## config.mk

```make
export PLATFORM = sky130hd
export DESIGN_NAME = fmbq_cell
export DESIGN_NICKNAME = d
export VERILOG_FILES = /design/src/sv/fmbq_pkg.sv /design/src/sv/fmbq_cell.sv
export SDC_FILE = /design/constraint.sdc
export NUM_CORES = 1
export LEC_CHECK = 0
export ABC_AREA = 1
export BUFFER_PORTS_ARGS = -buffer_cell sky130_fd_sc_hd__buf_4
export CAP_MARGIN = 15
export CORE_MARGIN = 4
export CORE_UTILIZATION = 35
export DETAILED_ROUTE_END_ITERATION = 10
export PLACE_DENSITY = 0.73
export SETUP_SLACK_MARGIN = 0.2
export SLEW_MARGIN = 20
export SYNTH_ARGS = -nofsm -noshare
export SYNTH_HDL_FRONTEND = slang
export SYNTH_SLANG_ARGS = --single-unit
```

## constraint.sdc

```tcl
create_clock -name i_clk -period 2.95 [get_ports i_clk]
set_input_delay 0.59 -clock i_clk [delete_from_list [all_inputs] [get_ports i_clk]]
set_output_delay 0.59 -clock i_clk [all_outputs]
set_load 0.02 [all_outputs]
```

## src/sv/fmbq_pkg.sv

```systemverilog
// Shared types and constants for the front/middle/back queue.
package fmbq_pkg;

    // Default number of words the queue can hold
    localparam int unsigned CAPACITY_DEF = 64;

    // Field widths fixed by the interface
    localparam int unsigned WORD_W = 32;
    localparam int unsigned CMD_W  = 3;
    localparam int unsigned STAT_W = 2;
    localparam int unsigned OCC_W  = 7;

    // Command codes
    typedef enum logic [CMD_W-1:0] {
        CMD_PUSH_FRONT  = 3'd0,
        CMD_PUSH_MIDDLE = 3'd1,
        CMD_PUSH_BACK   = 3'd2,
        CMD_POP_FRONT   = 3'd3,
        CMD_POP_MIDDLE  = 3'd4,
        CMD_POP_BACK    = 3'd5
    } t_cmd;

    // Result status codes
    typedef enum logic [STAT_W-1:0] {
        ST_OK    = 2'd0,
        ST_EMPTY = 2'd1,
        ST_FULL  = 2'd2
    } t_status;

    // Shift operation broadcast along the row of cells
    typedef enum logic [1:0] {
        OP_HOLD   = 2'd0,
        OP_INSERT = 2'd1,
        OP_REMOVE = 2'd2
    } t_shift_op;

endpackage

```

## src/sv/fmbq_cell.sv

```systemverilog
// One storage cell of the queue: holds a word and shifts with its neighbours.
module fmbq_cell #(
    parameter int unsigned INDEX = 0,
    parameter int unsigned CW    = 7
) (
    input  logic                        i_clk,
    input  fmbq_pkg::t_shift_op         i_op,
    input  logic [CW-1:0]               i_pos,
    input  logic [fmbq_pkg::WORD_W-1:0] i_word,
    input  logic [fmbq_pkg::WORD_W-1:0] i_prev,
    input  logic [fmbq_pkg::WORD_W-1:0] i_next,
    output logic [fmbq_pkg::WORD_W-1:0] o_word,
    output logic [fmbq_pkg::WORD_W-1:0] o_tap
);

    localparam logic [CW-1:0] IDX = CW'(INDEX);

    logic [fmbq_pkg::WORD_W-1:0] r_word;
    logic [fmbq_pkg::WORD_W-1:0] n_word;

    // Pick the new content from the broadcast operation and this cell's place
    always_comb begin
        n_word = r_word;
        unique case (i_op)
            fmbq_pkg::OP_INSERT: begin
                if (IDX == i_pos) begin
                    n_word = i_word;
                end else if (IDX > i_pos) begin
                    n_word = i_prev;
                end
            end
            fmbq_pkg::OP_REMOVE: begin
                if (IDX >= i_pos) begin
                    n_word = i_next;
                end
            end
            default: begin
                n_word = r_word;
            end
        endcase
    end

    always_ff @(posedge i_clk) begin
        r_word <= n_word;
    end

    // Drive the word onto the read bus only when this cell is addressed
    assign o_word = r_word;
    assign o_tap  = (IDX == i_pos) ? r_word : '0;

endmodule

```

==> tab_implementation.tex, run 1 <==
\begin{tabular}{lr}
\hline
Metric & Value \\
\hline
\multicolumn{2}{l}{\textbf{Timing}} \\
Fin worst setup slack & about 0.7 ns \\
Final critical delay including setup and external delays & between 2 and 2.5 ns \\
Hold slack final & a little under 0.6 ns \\
Worst Max-Slew Pin Slew & between 1 and 1.5 ns \\
Number of hold violations in the final report & 0 \\
Final number of max-transition violations & 0 \\
Slew Limit Headroom & approximately 28\% \\
Share of the clock period used by the worst path after layout & approximately three quarters \\
Unrepaired setup endpoints after global routing & no \\
Count of final setup violators & 0 \\
Maximum clock rate & around 450 MHz \\
Fin Setup TNS & 0 ns \\
\multicolumn{2}{l}{\textbf{Die}} \\
Floorplan die area & between 9000 and 10,000 sq um \\
Effective utilization at floorplan & between 30\% and 40\% \\
Core outline area & between 7000 and 8000 sq um \\
Number of cell rows & 32 \\
Height of the chip & $\sim$100 microns \\
Io pins & 170 \\
Die W & between 90 and 100 microns \\
\multicolumn{2}{l}{\textbf{Worst hold path}} \\
Hold/Removal Path Class & primary input to flip-flop \\
\multicolumn{2}{l}{\textbf{Setup path}} \\
Type of destination of the critical path & output pin \\
Crit path max fanout & 32 \\
Data required time of the worst path & about 2.4 ns \\
Critical Path Source Type & primary input \\
Critical path start-end classification & primary input to output pin \\
Data arrival, critical path & approximately 1.7 ns \\
\multicolumn{2}{l}{\textbf{Power and ir drop}} \\
Standby leakage power & 2.21 nW \\
VDD IR max & about 0.12 mV \\
Total power divided by cell area & $\sim$340 nW/um\^{}2 \\
\multicolumn{2}{l}{\textbf{Placement}} \\
Half-perimeter wire length after detailed placement & around 7000 microns \\
Final weighted congestion in routability-driven placement & a little under 0.9 \\
Placed Area & around 4000 sq um \\
Worst-case setup slack after placement & 0.413 ns \\
IO Port Bufs & 169 \\
\multicolumn{2}{l}{\textbf{Drt}} \\
Routed via count & about 2.9k \\
Number of violations reported at the end of detailed-routing iteration 0 & between 150 and 200 \\
Count of TritonRoute iterations in the first routing pass & 4 \\
Number of design rule violations left after detail routing & 0 \\
Average wire per standard cell & 14.2 microns \\
Routed wire length & about 8800 microns \\
Via/cell ratio & approximately 4.6 \\
Antenna viol nets, final & 0 \\
\multicolumn{2}{l}{\textbf{Yosys}} \\
Post-synth top area cell & edfxtp\_1 \\
Number of cells produced by synthesis & between 300 and 400 \\
Synthesized area per cell & 7.66 sq um \\
Syn\_nets & roughly 470 \\
Post-synthesis register bit count & 32 \\
Cell area after synthesis & $\sim$2800 sq um \\
Number of warnings printed during yosys synthesis & 0 \\
Main area contributors after synthesis & edfxtp\_1 35\%, inv\_1 14\%, nor2\_4 14\% \\
Share of Yosys cell area claimed by the top area cell type & 34.6\% \\
Register area share after synthesis & between 30\% and 40\% \\
Post-synthesis cell type count & 17 \\
\multicolumn{2}{l}{\textbf{Clock network}} \\
Number of hold-repair buffers added at the cts stage & 0 \\
Number of buffers created by CTS & 5 \\
Number of buffers between clock root and the deepest sink & 2 \\
Clock slew seen by the registers of the worst setup and hold paths & 0.06 ns \\
Number of levels the H-tree was split into & 2 \\
TritonCTS Sinks & 32 \\
Count of buffers added by post-CTS timing repair for setup & 0 \\
Number of resized instances in the post-cts repair step & 0 \\
CTS tree & yes \\
Buffer cell driving the clock tree root & clkbuf\_8 \\
\multicolumn{2}{l}{\textbf{Outcome}} \\
Run status & finished clean \\
\multicolumn{2}{l}{\textbf{Finish}} \\
Nets@finish & approximately 630 \\
Largest register FFs & 32 \\
Antenna diode count & 0 \\
Design Area, Final & approximately 4000 sq um \\
Synth-to-Final Area Change & 46.9\% \\
Final design utilization & between 50\% and 60\% \\
Fraction of layout instances using a drive strength above 1 & between 40\% and 50\% \\
\multicolumn{2}{l}{\textbf{Run}} \\
Max-cap violations & 0 \\
\multicolumn{2}{l}{\textbf{Global route}} \\
Pin count of the biggest net entering global routing & 33 \\
Global Route met1 Usage & about 20\% \\
Number of global-route vias before repair & around 2.8k \\
Overall fraction of global-route tracks in use & a little under a fifth \\
Met3 track utilization from global routing & about 3.9\% \\
Initial antenna violation count & 0 \\
Wire length of the first global-routing pass & roughly 14,000 microns \\
Total global routing overflow & 0 \\
Most heavily used metal layer in global routing & met2 \\
Grt met2 use & approximately a third \\
\hline
\end{tabular}
## critical path, cell delays in order
cell	delay (ns)
buf_4	0.10
inv_1	0.06
nand2_4	0.09
nor2_8	0.05
inv_6	0.45
nor2_1	0.10
buf_4	0.18
## cell usage in the layout, fill, tap and decap left out
| cell | n |
|---|---|
| o21ai_1 | 30 |
| inv_6 | 1 |
| o21ai_0 | 2 |
| buf_12 | 1 |
| edfxtp_1 | 32 |
| clkinv_1 | 1 |
| inv_4 | 1 |
| ha_1 | 2 |
| clkbuf_8 | 5 |
| nand2_4 | 2 |
| nand2_1 | 65 |
| nand3_1 | 64 |
| clkinv_2 | 2 |
| nor2_1 | 4 |
| buf_4 | 172 |
| nor2_8 | 1 |
| nor2_4 | 35 |
| inv_1 | 102 |
## report_power, final
group          leakage [nW]  internal, mW  switching, mW  total, mW
combinational          1.86         0.208          0.255      0.463
sequential            0.298         0.573         0.0357      0.608
clock                0.0453         0.160          0.153      0.312
## metal layers
| layer | part of all wire [%] | up-vias |
|---|---|---|
| met5 | 0 | - |
| met2 | 55 | 120 |
| li1 | - | 1414 |
| met4 | 2.1 | 0 |
| met3 | 5.9 | 16 |
| met1 | 37 | 1320 |
## synth_stat cells
cell	instances
ha_1	2
nand2_4	2
inv_6	1
nand2_1	65
inv_1	102
nor2_1	5
clkbuf_1	3
edfxtp_1	32
buf_2	4
o21ai_0	2
inv_4	1
nor2_4	34
buf_6	12
o21ai_1	30
buf_12	3
nand3_1	64
nor2_8	1
## final cells by class
type,count,area (sq um)
fillers,769,3650
repair buffers,173,1310
multi-input cells,205,1200
flip-flops and latches,32,961
inverters,104,398
well taps,102,128
clock buffers,5,68.8
clock inverters,3,13.8
## metrics by stage
stage | power (mW) | instances
2_1_floorplan | 0.846 | 363
3_3_place_gp | 1.08 | 616
3_5_place_dp | 1.09 | 616
4_1_cts | 1.40 | 624
5_1_grt | 1.47 | 624
6_report | 1.38 | 624
## path summary, 6_finish.rpt
kind      start  cells after the start   endpoint
min   i_next[1]                      3  o_word[1]
max    i_pos[0]                      7  o_tap[31]
## logic make-up after synthesis
kind of cell               count (synthesis)  share of synthesized area [%]
and+or+nand+nor                          171                           36.3
buffers and inverters                    126                           22.5
AOI/OAI and AO/OA                         32                           5.76
DFF                                       32                           34.6
adders and majority gates                  2                          0.900
(Power assumes the default switching activity.)
==> run 2: changes to the inputs <==
Settings changed: PLACE_DENSITY 0.73 to 0.7.
Clock period 2.95 ns to 2.2 ns, I/O delays scaled along.
==> run 2 against run 1 <==
Compared with the run above:
- design area rose by 0.86%
- clock-buffer cell count unchanged
- critical endpoint unchanged
- final cell count up 0.48%
- total power increased by 35%
- worst setup slack got worse by 0.44 ns
- critical path depth stayed put
- first-iteration DRC count shrank 29%
- clock power up 35%
==> tab_implementation.tex, run 2 (synthesized netlist as in run 1, its figures left out) <==
\begin{tabular}{lr}
\hline
Metric & Value \\
\hline
\multicolumn{2}{l}{\textbf{Clock network}} \\
Number of resized instances in the post-cts repair step & 0 (unchanged) \\
Buffer cell driving the clock tree root & clkbuf\_8 \\
Clock slew seen by the registers of the worst setup and hold paths & 0.07 ns (about the same) \\
Count of buffers added by post-CTS timing repair for setup & 0 (unchanged) \\
Number of hold-repair buffers added at the cts stage & 0 (unchanged) \\
Number of levels the H-tree was split into & 2 (unchanged) \\
TritonCTS Sinks & 32 (unchanged) \\
CTS tree & yes \\
Number of buffers created by CTS & 5 (unchanged) \\
Number of buffers between clock root and the deepest sink & 2 (unchanged) \\
\multicolumn{2}{l}{\textbf{Setup path}} \\
Launching instance or port of the critical path & i\_pos[0] \\
Crit path max fanout & 32 (unchanged) \\
Worst path slowest cell & inv\_6 \\
Data arrival, critical path & 1.49 ns (-0.16 ns) \\
Critical path start-end classification & primary input to output pin \\
Type of destination of the critical path & output pin \\
Kind of cell with the highest combined delay on the critical path & buffers and inverters \\
Number of stages on the worst setup path & 7 (unchanged) \\
Critical Path Source Type & primary input \\
Data required time of the worst path & 1.76 ns (-0.60 ns) \\
Worst path buffer plus inverter count & 4 (unchanged) \\
Largest stage delay on the critical path & 0.45 ns (about the same) \\
Worst path most repeated cell & buf\_4 \\
Critical path cell sequence & buf\_4, inv\_1, nand2\_4, nor2\_8, inv\_6, nor2\_1, buf\_4 \\
\multicolumn{2}{l}{\textbf{Timing}} \\
Count of final setup violators & 0 (unchanged) \\
Fin Setup TNS & 0 ns (unchanged) \\
Worst Max-Slew Pin Slew & 0.638 ns (-0.442 ns) \\
Final number of max-transition violations & 0 (unchanged) \\
Slew Limit Headroom & 57.5\% (+30 points) \\
Final critical delay including setup and external delays & approximately 1.9 ns \\
Fin worst setup slack & 0.275 ns (-0.435 ns) \\
Unrepaired setup endpoints after global routing & no \\
Maximum clock rate & approximately 520 MHz \\
Share of the clock period used by the worst path after layout & $\sim$88\% \\
Number of hold violations in the final report & 0 (unchanged) \\
\multicolumn{2}{l}{\textbf{Power and ir drop}} \\
Sequential fraction of design power & 43.7\% (-0.3 points) \\
Clock network fraction of total power & 22.6\% (about the same) \\
Combinational share of power & 33.7\% (+0.2 points) \\
Total power divided by cell area & 452 nW/um\^{}2 (+33\%) \\
Switching power summed over all nets & 0.597 mW (+34\%) \\
Int Pwr & 1.27 mW (+35\%) \\
Standby leakage power & 2.23 nW (+0.89\%) \\
VDD IR max & 0.171 mV (+41\%) \\
Fraction of power spent switching nets & 32.1\% (about the same) \\
\multicolumn{2}{l}{\textbf{Finish}} \\
Filler cell count in the final layout & 742 (-3.5\%) \\
Final design utilization & 53.3\% (+0.45 points) \\
Fraction of layout instances using a drive strength above 1 & 42.5\% (+0.33 points) \\
Nets@finish & 632 (+0.48\%) \\
Antenna diode count & 0 (unchanged) \\
Largest register FFs & 32 (unchanged) \\
Most common cell after layout, fill and taps aside & buf\_4 \\
Design Area, Final & 4120 sq um (+0.86\%) \\
Post-layout instance count excluding filler cells & 627 (+0.48\%) \\
Synth-to-Final Area Change & 48.1\% \\
Most frequent cells in the layout & 174 x buf\_4, 102 x inv\_1, 65 x nand2\_1 \\
\multicolumn{2}{l}{\textbf{Placement}} \\
Half-perimeter wire length after detailed placement & 6770 microns (-1.8\%) \\
IO Port Bufs & 169 (unchanged) \\
Worst-case setup slack after placement & 0.257 ns (-0.156 ns) \\
Placed Area & 4030 sq um (+0.88\%) \\
Dpl cells & 619 (+0.49\%) \\
Final weighted congestion in routability-driven placement & 0.869 (-1.2\%) \\
\multicolumn{2}{l}{\textbf{Worst hold path}} \\
Launch point of the worst hold path & i\_next[27] \\
Hold/Removal Path Class & primary input to flip-flop \\
Hold Path End & o\_word[27] \\
Depth of the worst hold-timing path & 3 (unchanged) \\
\multicolumn{2}{l}{\textbf{Die}} \\
Effective utilization at floorplan & 36.0\% (unchanged) \\
Core outline area & 7730 sq um (unchanged) \\
Number of cell rows & 32 (unchanged) \\
Height of the chip & 97.1 microns (unchanged) \\
Floorplan die area & 9430 sq um (unchanged) \\
Io pins & 170 (unchanged) \\
Die W & 97.1 microns (unchanged) \\
\multicolumn{2}{l}{\textbf{Global route}} \\
Met3 track utilization from global routing & 3.73\% (-0.14 points) \\
Global Route met1 Usage & 20.4\% (+0.36 points) \\
Initial antenna violation count & 0 (unchanged) \\
Pin count of the biggest net entering global routing & 33 (unchanged) \\
Grt met2 use & 32.5\% (-1.7 points) \\
Number of global-route vias before repair & 2,835 (-0.18\%) \\
Overall fraction of global-route tracks in use & 17.7\% (-0.57 points) \\
Wire length of the first global-routing pass & 13,700 microns (-2.6\%) \\
Total global routing overflow & 0 (unchanged) \\
Most heavily used metal layer in global routing & met2 \\
\multicolumn{2}{l}{\textbf{Drt}} \\
Count of TritonRoute iterations in the first routing pass & 4 (unchanged) \\
Routed wire length & 8590 microns (-2.8\%) \\
Number of design rule violations left after detail routing & 0 (unchanged) \\
Routed via count & 2,817 (-1.8\%) \\
Via/cell ratio & 4.49 (-2.3\%) \\
Number of violations reported at the end of detailed-routing iteration 0 & 117 (-29\%) \\
Average wire per standard cell & 13.7 microns (-3.3\%) \\
Antenna viol nets, final & 0 (unchanged) \\
\multicolumn{2}{l}{\textbf{Outcome}} \\
Run status & finished clean \\
\multicolumn{2}{l}{\textbf{Run}} \\
Max-cap violations & 0 (unchanged) \\
\hline
\end{tabular}
[run 2: cell count changes in the layout (fill, tap and decap cells not counted)]
cell and delta:
buf_12 +1, buf_4 +2
[run 2: layout make-up]
class                   count  area [sq um]  area share [%]
flip-flops and latches     32           961            23.3
well taps                 102           128            3.10
inverters                 104           398            9.67
clock buffers               5          68.8            1.67
repair buffers            176          1350            32.7
clock inverters             3          13.8           0.334
multi-input cells         205          1200            29.2
[run 2: per-layer routing]
metal	vias to the layer above	part of all wire [%]
met5	-	0
met4	0	2.0
met3	12	7.3
met2	112	54
met1	1274	37
li1	1419	-
[run 2: metrics by stage]
stage / power (mW) / hold slack (ns)
global route: 1.97 / 0.431
finish: 1.86 / 0.433
detailed placement: 1.46 / 0.715
CTS: 1.89 / 0.423
global placement: 1.45 / 0.712
floorplan: 1.14 / 0.622
[run 2: worst max path at each step]
stage,to
2_1_floorplan,o_word[0]
3_3_place_gp,o_tap[0]
3_5_place_dp,o_tap[0]
4_1_cts,o_tap[0]
5_1_grt,o_tap[0]
6_report,o_tap[31]
[run 2: power by group through the flow]
stage,clock [mW],sequential [mW],combinational [mW]
after CTS,0.441,0.815,0.632
after detailed placement,0,0.828,0.631
final,0.422,0.813,0.627
after floorplan,0,0.910,0.227
after global routing,0.470,0.823,0.678
after global placement,0,0.825,0.623
==> run 3: changes to the inputs <==
Settings changed: CORE_ASPECT_RATIO set to 1.2, SLEW_MARGIN 20 to not set.
==> run 3 against run 2 <==
Compared with the run above:
- sequential share of layout area is 0.20 points higher
- fmax hardly changed
- critical path depth stayed put
- sequential power hardly changed
- largest cell class unchanged
==> tab_implementation.tex, run 3 (synthesized netlist as in run 1, its figures left out) <==
\begin{tabular}{lr}
\hline
Metric & Value \\
\hline
\multicolumn{2}{l}{\textbf{Clock network}} \\
Number of levels the H-tree was split into & 2 (unchanged) \\
Buffer cell driving the clock tree root & clkbuf\_8 \\
Number of buffers created by CTS & 5 (unchanged) \\
Number of buffers between clock root and the deepest sink & 2 (unchanged) \\
CTS tree & yes \\
TritonCTS Sinks & 32 (unchanged) \\
Number of resized instances in the post-cts repair step & 0 (unchanged) \\
Count of buffers added by post-CTS timing repair for setup & 0 (unchanged) \\
Number of hold-repair buffers added at the cts stage & 0 (unchanged) \\
Clock slew seen by the registers of the worst setup and hold paths & 0.06 ns (about the same) \\
\multicolumn{2}{l}{\textbf{Placement}} \\
Dpl cells & 608 (-1.8\%) \\
Half-perimeter wire length after detailed placement & 6880 microns (+1.6\%) \\
IO Port Bufs & 169 (unchanged) \\
Final weighted congestion in routability-driven placement & 0.888 (+2.2\%) \\
Placed Area & 4000 sq um (-0.81\%) \\
\multicolumn{2}{l}{\textbf{Setup path}} \\
Kind of cell with the highest combined delay on the critical path & buffers and inverters \\
Type of destination of the critical path & output pin \\
Worst path buffer plus inverter count & 4 (unchanged) \\
Critical path start-end classification & primary input to output pin \\
Worst path most repeated cell & buf\_4 \\
Largest stage delay on the critical path & 0.43 ns (-0.02 ns) \\
Crit path max fanout & 32 (unchanged) \\
Data arrival, critical path & 1.48 ns (about the same) \\
Critical path cell sequence & buf\_4, inv\_1, nand2\_4, nor2\_8, inv\_6, nor2\_1, buf\_4 \\
Worst path slowest cell & inv\_6 \\
Critical Path Source Type & primary input \\
Data required time of the worst path & 1.76 ns (about the same) \\
\multicolumn{2}{l}{\textbf{Finish}} \\
Synth-to-Final Area Change & 46.9\% \\
Largest register FFs & 32 (unchanged) \\
Nets@finish & 631 (-0.16\%) \\
Post-layout instance count excluding filler cells & 616 (-1.8\%) \\
Most common cell after layout, fill and taps aside & buf\_4 \\
Antenna diode count & 0 (unchanged) \\
Fraction of layout instances using a drive strength above 1 & 42.0\% (-0.49 points) \\
Final design utilization & 53.0\% (-0.32 points) \\
Most frequent cells in the layout & 174 x buf\_4, 102 x inv\_1, 65 x nand2\_1 \\
Design Area, Final & 4080 sq um (-0.85\%) \\
\multicolumn{2}{l}{\textbf{Timing}} \\
Share of the clock period used by the worst path after layout & 87.4\% (about the same) \\
Worst Max-Slew Pin Slew & 1.03 ns (+0.396 ns) \\
Number of hold violations in the final report & 0 (unchanged) \\
Final number of max-transition violations & 0 (unchanged) \\
Count of final setup violators & 0 (unchanged) \\
Maximum clock rate & 520 MHz (about the same) \\
Unrepaired setup endpoints after global routing & no \\
Fin Setup TNS & 0 ns (unchanged) \\
Slew Limit Headroom & 31.0\% (-26 points) \\
Final critical delay including setup and external delays & 1.92 ns (-0.00120 ns) \\
\multicolumn{2}{l}{\textbf{Power and ir drop}} \\
VDD IR max & 0.245 mV (+43\%) \\
Standby leakage power & 2.21 nW (-0.70\%) \\
Total power divided by cell area & 455 nW/um\^{}2 (+0.54\%) \\
Combinational share of power & 33.6\% (about the same) \\
Clock network fraction of total power & 22.5\% (about the same) \\
Fraction of power spent switching nets & 31.7\% (-0.34 points) \\
Int Pwr & 1.27 mW (+0.18\%) \\
Sequential fraction of design power & 43.9\% (+0.2 points) \\
Switching power summed over all nets & 0.589 mW (-1.4\%) \\
\multicolumn{2}{l}{\textbf{Drt}} \\
Count of TritonRoute iterations in the first routing pass & 4 (unchanged) \\
Number of design rule violations left after detail routing & 0 (unchanged) \\
Routed wire length & 8760 microns (+2.0\%) \\
Routed via count & 2,845 (+0.99\%) \\
Average wire per standard cell & 14.2 microns (+3.8\%) \\
Number of violations reported at the end of detailed-routing iteration 0 & 142 (+21\%) \\
Via/cell ratio & 4.62 (+2.8\%) \\
Antenna viol nets, final & 0 (unchanged) \\
\multicolumn{2}{l}{\textbf{Run}} \\
Max-cap violations & 0 (unchanged) \\
\multicolumn{2}{l}{\textbf{Die}} \\
Die W & 89.3 microns (-8.0\%) \\
Number of cell rows & 35 (+9.4\%) \\
Floorplan die area & 9440 sq um (about the same) \\
Io pins & 170 (unchanged) \\
Height of the chip & 106 microns (+8.8\%) \\
Effective utilization at floorplan & 36.1\% (+0.093 points) \\
Core outline area & 7710 sq um (-0.26\%) \\
\multicolumn{2}{l}{\textbf{Global route}} \\
Total global routing overflow & 0 (unchanged) \\
Wire length of the first global-routing pass & 13,200 microns (-3.4\%) \\
Number of global-route vias before repair & 2,804 (-1.1\%) \\
Pin count of the biggest net entering global routing & 33 (unchanged) \\
Overall fraction of global-route tracks in use & 18.0\% (+0.33 points) \\
Initial antenna violation count & 0 (unchanged) \\
\multicolumn{2}{l}{\textbf{Outcome}} \\
Run status & finished clean \\
\multicolumn{2}{l}{\textbf{Worst hold path}} \\
Hold Path End & o\_word[18] \\
Hold/Removal Path Class & primary input to flip-flop \\
Launch point of the worst hold path & i\_next[18] \\
Depth of the worst hold-timing path & 3 (unchanged) \\
\hline
\end{tabular}
run 3: cell types whose count changed in the layout (fill, tap and decap cells not counted):
cell / before / now
buf_12: 2 / 1
clkbuf_1: 0 / 2
clkinv_2: 2 / 0
run 3: layout make-up:
type	instances	area, sq um
Sequential cell	32	961
Inverter	104	398
Timing Repair Buffer	175	1330
Multi-Input combinational cell	205	1200
Fill cell	775	3630
Tap cell	92	115
Clock buffer	7	76.3
Clock inverter	1	3.75
run 3: metal layers:
layer / track usage [%] / vias to the layer above / routed length [microns]
met4: 6.91 / 0 / 232
met5: 0 / - / 0
met3: 3.28 / 22 / 722
met1: 20.3 / 1263 / 3010
met2: 32.6 / 146 / 4790
li1: - / 1414 / -
run 3: power groups by stage:
stage / sequential (mW) / clock (mW) / combinational, mW
after floorplan: 0.910 / 0 / 0.227
after global placement: 0.824 / 0 / 0.620
after detailed placement: 0.828 / 0 / 0.628
after CTS: 0.816 / 0.434 / 0.630
after global routing: 0.822 / 0.465 / 0.675
final: 0.814 / 0.418 / 0.624
run 3: worst max-delay path by stage:
stage            endpoint  startpoint  cells past startpoint
6_report        o_tap[31]    i_pos[0]                      7
5_1_grt          o_tap[0]    i_pos[0]                      7
4_1_cts         o_tap[31]    i_pos[0]                      7
3_5_place_dp   o_word[10]     i_op[0]                      6
3_3_place_gp   o_word[10]     i_op[0]                      6
2_1_floorplan   o_word[0]     i_op[0]                      6
run 3: through the flow:
stage / hold WS, ns / setup slack (ns) / total power [mW]
after floorplan: 0.622 / 0.376 / 1.14
after global placement: 0.711 / 0.214 / 1.44
after detailed placement: 0.717 / 0.159 / 1.46
after CTS: 0.423 / 0.258 / 1.88
after global routing: 0.432 / 0.205 / 1.96
final: 0.433 / 0.276 / 1.86
